--- src/rtl/odd_pkg.sv ---
package odd_pkg;

  localparam int unsigned PixW   = 8;
  localparam int unsigned RatioW = 24;
  localparam int unsigned CoordW = 16;
  localparam int unsigned BiasW  = 16;
  localparam int unsigned ProdW  = PixW + RatioW;
  localparam int unsigned CfgIdxW = 3;
  localparam int unsigned CfgDataW = RatioW;

  localparam logic [RatioW-1:0] RatioReset = 24'h01_0000;
  localparam logic [PixW-1:0]   OpaqueLevelReset = 8'hFF;

  typedef enum logic [CfgIdxW-1:0] {
    REG_RATIO_RED    = 3'd0,
    REG_RATIO_GREEN  = 3'd1,
    REG_RATIO_BLUE   = 3'd2,
    REG_RATIO_ALPHA  = 3'd3,
    REG_ALPHA_ABSENT = 3'd4,
    REG_OPAQUE_LEVEL = 3'd5
  } odd_reg_e;

  // Advance strobes for the product and result stages
  typedef struct packed {
    logic s2;
    logic s3;
  } odd_adv_t;

  // 4x4 Bayer matrix, indexed [row][column], each entry scaled by 4096
  function automatic logic [BiasW-1:0] bayer_bias(input logic [1:0] mx,
                                                  input logic [1:0] my);
    logic [3:0] entry;
    unique case ({my, mx})
      4'b00_00: entry = 4'd0;
      4'b00_01: entry = 4'd8;
      4'b00_10: entry = 4'd2;
      4'b00_11: entry = 4'd10;
      4'b01_00: entry = 4'd12;
      4'b01_01: entry = 4'd4;
      4'b01_10: entry = 4'd14;
      4'b01_11: entry = 4'd6;
      4'b10_00: entry = 4'd3;
      4'b10_01: entry = 4'd11;
      4'b10_10: entry = 4'd1;
      4'b10_11: entry = 4'd9;
      4'b11_00: entry = 4'd15;
      4'b11_01: entry = 4'd7;
      4'b11_10: entry = 4'd13;
      default:  entry = 4'd5;
    endcase
    return {entry, 12'd0};
  endfunction

endpackage

--- src/rtl/odd_lane.sv ---
module odd_lane (
  input  logic                          clk_i,
  input  odd_pkg::odd_adv_t             adv_i,
  input  logic [odd_pkg::PixW-1:0]      value_i,
  input  logic [odd_pkg::RatioW-1:0]    ratio_i,
  input  logic [odd_pkg::BiasW-1:0]     bias_i,
  output logic [odd_pkg::PixW-1:0]      result_o
);

  logic [odd_pkg::ProdW-1:0]   prod_d, prod_q;
  logic [odd_pkg::BiasW-1:0]   bias_q;
  logic [odd_pkg::ProdW:0]     sum;
  logic [odd_pkg::ProdW-16:0]  shifted;
  logic [odd_pkg::PixW-1:0]    result_d, result_q;

  assign prod_d = odd_pkg::ProdW'(value_i) * odd_pkg::ProdW'(ratio_i);

  always_ff @(posedge clk_i) begin
    if (adv_i.s2) begin
      prod_q <= prod_d;
      bias_q <= bias_i;
    end
  end

  // Round, drop the fraction, saturate to the top code
  always_comb begin
    sum      = {1'b0, prod_q} + (odd_pkg::ProdW+1)'(bias_q) + (odd_pkg::ProdW+1)'(1);
    shifted  = sum[odd_pkg::ProdW:16];
    result_d = (|shifted[odd_pkg::ProdW-16:odd_pkg::PixW]) ? '1
                                                            : shifted[odd_pkg::PixW-1:0];
  end

  always_ff @(posedge clk_i) begin
    if (adv_i.s3) begin
      result_q <= result_d;
    end
  end

  assign result_o = result_q;

endmodule

--- src/rtl/ordered_dither_depth_reduce.sv ---
// Ordered-dither depth reducer with a 4x4 Bayer bias.
// Input channel: valid_i / stall_o carry one pixel word (column, row and the
// four raw channels). Output channel: valid_o / stall_i carry one result word
// (red, green, blue, alpha at destination depth). A word moves on a rising
// edge where valid is high and stall is low.
// Configuration: cfg_we_i writes cfg_data_i into the register at cfg_index_i
// (0..3 ratios in 8.16, 4 alpha_absent, 5 opaque alpha level); other indexes
// are ignored. Write only while no pixel is in flight.
// Three registers lie between input accept and output accept: input register,
// 8x24 multiply register, round/saturate result register, and valid_o is the
// valid bit of the last. One pixel is taken every cycle while the output is
// not stalled; each stage is freed as soon as the next one can take its word,
// so a stall at the output fills the three stages and then raises stall_o,
// and no word is lost or repeated.
// Reset clears all stage valid bits and returns the ratios to 1.0,
// alpha_absent to 0 and the opaque alpha level to 255.
module ordered_dither_depth_reduce (
  input  logic                            clk_i,
  input  logic                            rst_ni,
  input  logic                            valid_i,
  output logic                            stall_o,
  input  logic [odd_pkg::CoordW-1:0]      column_i,
  input  logic [odd_pkg::CoordW-1:0]      row_i,
  input  logic [odd_pkg::PixW-1:0]        red_in_i,
  input  logic [odd_pkg::PixW-1:0]        green_in_i,
  input  logic [odd_pkg::PixW-1:0]        blue_in_i,
  input  logic [odd_pkg::PixW-1:0]        alpha_in_i,
  output logic                            valid_o,
  input  logic                            stall_i,
  output logic [odd_pkg::PixW-1:0]        red_out_o,
  output logic [odd_pkg::PixW-1:0]        green_out_o,
  output logic [odd_pkg::PixW-1:0]        blue_out_o,
  output logic [odd_pkg::PixW-1:0]        alpha_out_o,
  input  logic                            cfg_we_i,
  input  logic [odd_pkg::CfgIdxW-1:0]     cfg_index_i,
  input  logic [odd_pkg::CfgDataW-1:0]    cfg_data_i
);

  logic [odd_pkg::RatioW-1:0] ratio_red_q, ratio_green_q, ratio_blue_q, ratio_alpha_q;
  logic                       alpha_absent_q;
  logic [odd_pkg::PixW-1:0]   opaque_level_q;

  logic v1_q, v2_q, v3_q;
  logic en1, en2, en3;
  odd_pkg::odd_adv_t adv;

  logic [1:0]               mx_q, my_q;
  logic [odd_pkg::PixW-1:0] red_q, green_q, blue_q, alpha_q;
  logic [odd_pkg::BiasW-1:0] bias;
  logic [odd_pkg::PixW-1:0] red_res, green_res, blue_res, alpha_res;

  // Configuration registers
  always_ff @(posedge clk_i or negedge rst_ni) begin
    if (!rst_ni) begin
      ratio_red_q    <= odd_pkg::RatioReset;
      ratio_green_q  <= odd_pkg::RatioReset;
      ratio_blue_q   <= odd_pkg::RatioReset;
      ratio_alpha_q  <= odd_pkg::RatioReset;
      alpha_absent_q <= 1'b0;
      opaque_level_q <= odd_pkg::OpaqueLevelReset;
    end else if (cfg_we_i) begin
      unique case (odd_pkg::odd_reg_e'(cfg_index_i))
        odd_pkg::REG_RATIO_RED:    ratio_red_q    <= cfg_data_i;
        odd_pkg::REG_RATIO_GREEN:  ratio_green_q  <= cfg_data_i;
        odd_pkg::REG_RATIO_BLUE:   ratio_blue_q   <= cfg_data_i;
        odd_pkg::REG_RATIO_ALPHA:  ratio_alpha_q  <= cfg_data_i;
        odd_pkg::REG_ALPHA_ABSENT: alpha_absent_q <= cfg_data_i[0];
        odd_pkg::REG_OPAQUE_LEVEL: opaque_level_q <= cfg_data_i[odd_pkg::PixW-1:0];
        default: ;
      endcase
    end
  end

  // A stage takes a new word when it is empty or its word moves on
  assign en3     = !v3_q || !stall_i;
  assign en2     = !v2_q || en3;
  assign en1     = !v1_q || en2;
  assign stall_o = !en1;
  assign adv.s2  = en2;
  assign adv.s3  = en3;

  always_ff @(posedge clk_i or negedge rst_ni) begin
    if (!rst_ni) begin
      v1_q <= 1'b0;
      v2_q <= 1'b0;
      v3_q <= 1'b0;
    end else begin
      if (en1) v1_q <= valid_i;
      if (en2) v2_q <= v1_q;
      if (en3) v3_q <= v2_q;
    end
  end

  always_ff @(posedge clk_i) begin
    if (en1) begin
      mx_q    <= column_i[1:0];
      my_q    <= row_i[1:0];
      red_q   <= red_in_i;
      green_q <= green_in_i;
      blue_q  <= blue_in_i;
      alpha_q <= alpha_in_i;
    end
  end

  assign bias = odd_pkg::bayer_bias(mx_q, my_q);

  odd_lane u_lane_red (
    .clk_i    (clk_i),
    .adv_i    (adv),
    .value_i  (red_q),
    .ratio_i  (ratio_red_q),
    .bias_i   (bias),
    .result_o (red_res)
  );

  odd_lane u_lane_green (
    .clk_i    (clk_i),
    .adv_i    (adv),
    .value_i  (green_q),
    .ratio_i  (ratio_green_q),
    .bias_i   (bias),
    .result_o (green_res)
  );

  odd_lane u_lane_blue (
    .clk_i    (clk_i),
    .adv_i    (adv),
    .value_i  (blue_q),
    .ratio_i  (ratio_blue_q),
    .bias_i   (bias),
    .result_o (blue_res)
  );

  // Alpha is scaled without dither
  odd_lane u_lane_alpha (
    .clk_i    (clk_i),
    .adv_i    (adv),
    .value_i  (alpha_q),
    .ratio_i  (ratio_alpha_q),
    .bias_i   ('0),
    .result_o (alpha_res)
  );

  assign valid_o     = v3_q;
  assign red_out_o   = red_res;
  assign green_out_o = green_res;
  assign blue_out_o  = blue_res;
  assign alpha_out_o = alpha_absent_q ? opaque_level_q : alpha_res;

endmodule
--- config.mk ---
export PLATFORM = sky130hd
export DESIGN_NAME = ordered_dither_depth_reduce
export DESIGN_NICKNAME = d
export VERILOG_FILES = /design/src/rtl/odd_pkg.sv /design/src/rtl/odd_lane.sv /design/src/rtl/ordered_dither_depth_reduce.sv
export SDC_FILE = /design/constraint.sdc
export NUM_CORES = 2
export LEC_CHECK = 0
export BUFFER_PORTS_ARGS = -buffer_cell sky130_fd_sc_hd__buf_2
export CORE_MARGIN = 5
export CORE_UTILIZATION = 65
export DETAILED_ROUTE_END_ITERATION = 10
export PLACE_DENSITY = 0.88
export SLEW_MARGIN = 20
export SYNTH_ARGS = -nofsm -noshare
export SYNTH_HDL_FRONTEND = slang
export SYNTH_SLANG_ARGS = --single-unit
--- constraint.sdc ---
create_clock -name clk_i -period 6.3 [get_ports clk_i]
set_clock_uncertainty 0.15 [all_clocks]
set_input_delay 0.945 -clock clk_i [delete_from_list [all_inputs] [get_ports clk_i]]
set_output_delay 0.945 -clock clk_i [all_outputs]
set_load 0.005 [all_outputs]
Word level (Yosys, flattened, before mapping)
Memories as Yosys holds them, arrays and structs flattened. A register that Yosys moved wholly into a read port is not among the register bits.
Index checks and enable logic that the tools add are counted.
{"block": "word_totals", "output_inout_bits": 34, "wordCells": 60, "n_memories": 1, "register_bits": 304, "rom_bits": 64, "inputBits": 96}
{"block": "op_classes", "n_mux": 1, "n_addsub": 7, "reduce_logical": 19, "multipliers": 4, "eq_ne": 5}
{"name": "(no name shown)", "words": 16, "word_bits": 4, "rd": 1, "rd_clocked_by_memory_dff": 1, "wr": 0, "line": "odd_pkg.sv:33", "rtl": "unique case ({my, mx})"}
{"cell": "8-bit by 24-bit multiplier with 32-bit output", "n": 4}
{"cell": "32-bit by 16-bit adder with 33-bit output", "n": 3}
{"cell": "33-bit by 1-bit adder with 33-bit output (second input constant)", "n": 3}
{"cell": "9-bit OR reduction", "n": 4}
{"cell": "32-bit by 1-bit adder with 33-bit output (second input constant)", "n": 1}
{"cell": "2-bit AND reduction", "n": 6}
{"cell": "8-bit two-way mux", "n": 1}
{"cell": "3-bit by 2-bit == test with 1-bit output (second input constant)", "n": 2}
{"cell": "3-bit == test (second input constant)", "n": 2}
{"cell": "1-bit logical NOT", "n": 5}
{"cell": "3-bit by 1-bit == test with 1-bit output (second input constant)", "n": 1}
{"cell": "3-bit logical NOT", "n": 1}
{"cell": "1-bit logical OR", "n": 3}

Depth between registers and ports, before layout
{"block": "logic_depth", "word_depth": 5, "depth_mapped": 20, "depth_no_buf": 19}

Cells and area by module
Synthesis repeated with hierarchy kept, for this count alone.
{"block": "unflattened", "cells_unflattened": 3778, "hier_area_um2": 39635.5}
{"mod": "odd_lane (u_lane_alpha)", "cells_per_inst": 914, "area_each_um2": 8828.5, "seq_area_each_um2": 1681.6, "instances": 1}
{"mod": "odd_lane (u_lane_blue)", "cells_per_inst": 888, "area_each_um2": 8590.7, "seq_area_each_um2": 1681.6, "instances": 1}
{"mod": "odd_lane (u_lane_green)", "cells_per_inst": 856, "area_each_um2": 8484.4, "seq_area_each_um2": 1681.6, "instances": 1}
{"mod": "odd_lane (u_lane_red)", "cells_per_inst": 825, "area_each_um2": 8264.2, "seq_area_each_um2": 1681.6, "instances": 1}
{"mod": "ordered_dither_depth_reduce", "cells_per_inst": 295, "area_each_um2": 5467.7, "seq_area_each_um2": 3878.7, "instances": 1}

Worst setup path after synthesis
OpenSTA, ideal clock, no wires.
{"block": "synth_timing", "path_kind": "input to register", "startpoint": "input stall_i", "endpoint": "register u_lane_alpha.prod_q[0] (netlist bit), enable pin", "path_slack_ps": 776, "arrival_time_ps": 3892, "path_buffers": 0, "path_stages": 1, "required_ps": 4668, "setup_ps": 1482, "cell_sequence": "nand3_1"}
{"block": "synth_between", "elab_chain_cells": 3}
{"item": "start, declared", "line": "ordered_dither_depth_reduce.sv:29", "rtl": "input logic stall_i,"}
{"item": "1-bit logical NOT", "line": "ordered_dither_depth_reduce.sv:75", "rtl": "assign en3 = !v3_q || !stall_i;"}
{"item": "1-bit logical OR", "line": "ordered_dither_depth_reduce.sv:75"}
{"item": "1-bit logical OR", "line": "ordered_dither_depth_reduce.sv:76", "rtl": "assign en2 = !v2_q || en3;"}
{"item": "end signal, assigned", "line": "odd_lane.sv:20", "rtl": "prod_q <= prod_d;"}
{"item": "end, declared", "line": "odd_lane.sv:10", "rtl": "logic [odd_pkg::ProdW-1:0] prod_d, prod_q;"}
No other way between the ends.
A chain may end at the register's enable or synchronous reset.

Worst setup path in the final report
{"block": "layout_timing", "startpoint": "register blue_q[3] (netlist bit)", "endpoint": "register u_lane_blue.prod_q[31] (netlist bit) (data pin)"}
{"block": "layout_between", "elab_chain_cells": 1}
{"item": "start, declared", "line": "ordered_dither_depth_reduce.sv:48", "rtl": "logic [odd_pkg::PixW-1:0] red_q, green_q, blue_q, alpha_q;"}
{"item": "start signal, assigned", "line": "ordered_dither_depth_reduce.sv:100", "rtl": "blue_q <= blue_in_i;"}
{"item": "8-bit by 24-bit multiplier with 32-bit output", "line": "odd_lane.sv:16", "rtl": "assign prod_d = odd_pkg::ProdW'(value_i) * odd_pkg::ProdW'(ratio_i);"}
{"item": "net u_lane_blue.prod_d (one bit)", "line": "odd_lane.sv:10"}
{"item": "end signal, assigned", "line": "odd_lane.sv:20"}
{"item": "end, declared", "line": "odd_lane.sv:10"}
The timed path passes the listed nets, and every way through them passes these cells.

==> impl_results.md <==
* Status: completed
* H-tree depth at 2
* Clock buffer depth at 3
* Via density at 5.83
* Synthesized net count at 4,157
* Worst setup SP type: flip-flop
* #FFs+latches synth at 308
* Die width at 242 um
* Initial drt markers at 1,625
* Die H at 242 um
* Hold Vio Cnt, Final at 0
* Worst-path clk slew at 60 ps
* Initial antenna violation count at 1
* Initial core utilization at 0.659
* Vias at 23,961
* DIE AREA at 58,300 um2
* Number of global-route vias before repair at 26,170
* R2r setup slk at 370 ps
* Synthesized cell area at 34,900 um2
* Final min period at 5930 ps
* Ratio of cells with drive above 1 in the final layout at 0.102
* Clock Latency Late Sink at 570 ps
* Clock Tree Root: clkbuf_16
* Hold_buf cts at 0
* Rows at 84
* Per-cell routed wire length at 18.9 um
* Pin count of the biggest net entering global routing at 71
* Residual DRC at 0
* Worst min path class: reg -> reg
* Max-cap violations at 0
* Max Clk Rate at 169 MHz
* Layout Nets at 4,233
* Clock sink count at 308
* Core area at 52,900 um2
* Cells after synthesis at 3,313
* Routability congestion estimate from global placement at 0.884
* Register area share after synthesis at 0.250
* Number of distinct library cells after synthesis at 79
* Max Slew Vio Count at 0
* Io pins at 130
* Post-route ant nets at 0
* Port Buf Inserts at 101
* Setup Fix Bufs, Post-CTS at 0
* CP endpoint kind: flip-flop
* Total wire length at 77,500 um
* Arrival time worst endpoint at 6090 ps
* CTS resizes at 0
* Overflow after GRT at 0
* CTS Buf Count at 37
* Syn avg cell area at 10.5 um2
* Router iterations before antenna repair at 6
* Most used DFF post-synth: edfxtp_1
* Setup_tns at 0 ps
* Critical path type: reg -> reg
* RSZ-0062 raised after global routing: false
* Asr flop ratio synth at 0.351
* Tcrit/Tclk final at 0.942
* Final setup viols at 0
* Relative slew margins at 0.327
* CTS tree: yes
* Worst-margin pin slew at 1010 ps
* Critical Path RT at 6450 ps
* YS warnings at 0
* All-Layer GR Usage at 0.273
* Post-synth EDFFs at 200
* First-pass GRT wire length at 131,000 um
* Worst-path fanout max at 24
* Area growth, synth to finish at 7.47%
* DP Wirelength at 58,900 um
critical path, stage by stage, from the launching register on:
cell and delay [ps]:
edfxtp_1 850, and2_1 270, fa_1 450, fa_1 510, fa_1 500, inv_1 50
fa_1 480, inv_1 40, ha_1 350, a21o_1 210, or3_1 340, o211ai_1 280
o211a_1 250, o21ai_1 110, and3_1 230, a221oi_1 340, a311oi_1 100, xnor2_1 140
worst paths after layout:
check / start / end / cells after the start
min in group asynchronous: rst_ni / alpha_absent_q$_DFFE_PN0P_ / 1
setup / recovery: blue_q[3]$_DFFE_PN_ / u_lane_blue.prod_q[31]$_DFFE_PP_ / 17
max in group asynchronous: rst_ni / ratio_green_q[1]$_DFFE_PN0P_ / 2
setup reg to reg: blue_q[3]$_DFFE_PN_ / u_lane_blue.prod_q[31]$_DFFE_PP_ / 17
hold reg to reg: v1_q$_DFFE_PN0N_ / v2_q$_DFFE_PN0P_ / 1
hold / removal: v1_q$_DFFE_PN0N_ / v2_q$_DFFE_PN0P_ / 1
layout make-up:
cell class                      count  area, um2
Fill cell                        3649      15400
Multi-Input combinational cell   2403      23900
Timing Repair Buffer              133        748
Antenna cell                        1       2.50
Clock inverter                     14       97.6
Clock buffer                       54       1200
Sequential cell                   308       8720
Inverter                          506       1900
Tap cell                          688        861
layer usage:
metal  share of wire  vias up  wire length, um  global-route usage
li1                -    10735                -                   -
met1            0.39    12174            30300               0.349
met5               0        -                0                   0
met4           0.051        0             3940               0.123
met2            0.49      837            38200               0.464
met3           0.065      215             5050              0.0457
stage by stage:
stage / hold slack [ps] / util / setup WS (ps) / area, um2 / cells
global placement: 299 / 0.684 / 543 / 36200 / 4038
floorplan: 285 / - / 776 / 34900 / 3313
global route: 356 / 0.708 / 74.3 / 37500 / 4106
detailed placement: 319 / 0.684 / 428 / 36200 / 4038
finish: 324 / 0.708 / 367 / 37500 / 4107
CTS: 321 / 0.708 / 403 / 37400 / 4106
cells in the mapped netlist, types with 25 or more instances:
library cell | count | area (um2)
a21o_1 | 58 | 435
xor2_1 | 36 | 315
nand3_1 | 25 | 125
dfrtp_1 | 96 | 2400
clkbuf_1 | 94 | 353
nand4_1 | 25 | 156
inv_1 | 506 | 1900
a21oi_1 | 79 | 395
nand2_1 | 252 | 946
nor2_1 | 81 | 304
edfxtp_1 | 200 | 6010
ha_1 | 220 | 2750
and2_1 | 597 | 3730
fa_1 | 528 | 10600
mux2_2 | 113 | 1270
xnor2_1 | 80 | 701
o21ai_0 | 56 | 280
sequential cells by signal, summed over array words and instances (netlist names), 24 cells and up:
name	cells
u_lane_blue.prod_q	32
ratio_green_q	24
u_lane_green.prod_q	32
u_lane_alpha.prod_q	32
ratio_blue_q	24
u_lane_red.prod_q	32
ratio_red_q	24
ratio_alpha_q	24
placed cells by master, fill, tap and decap left out, types with 5 or more instances in the layout:
master       n
dfrtp_1     96
nand2_1    251
ha_1       220
a21o_1      58
nor2_1      81
nor3_1      23
nand2b_1    23
buf_4       33
nor2b_1     18
and3_1      15
xnor2_1     80
o211ai_1     5
dfstp_2     12
a31oi_1     12
and2_1     597
nor4_1      10
a211oi_1    14
o21a_1      23
nand4_1     25
clkbuf_8     8
fa_1       528
o21ai_0     56
clkbuf_16   43
or3_1        8
nand3_1     24
buf_2      100
edfxtp_1   200
o21ai_1     11
a21oi_1     79
xor2_1      36
inv_1      506
mux2_2     113
o21bai_1    14
cells by family after synthesis:
group | synth area share
AOI/OAI and AO/OA | 0.0623
buffers and inverters | 0.0648
xor gates and xnor gates | 0.0292
muxes | 0.0374
adders and majority gates | 0.382
and+or+nand+nor | 0.174
DFF | 0.250
Power is left out: the tool's default activity adds up to more than one toggle a clock period on the data nets, which glitch-free logic cannot reach.
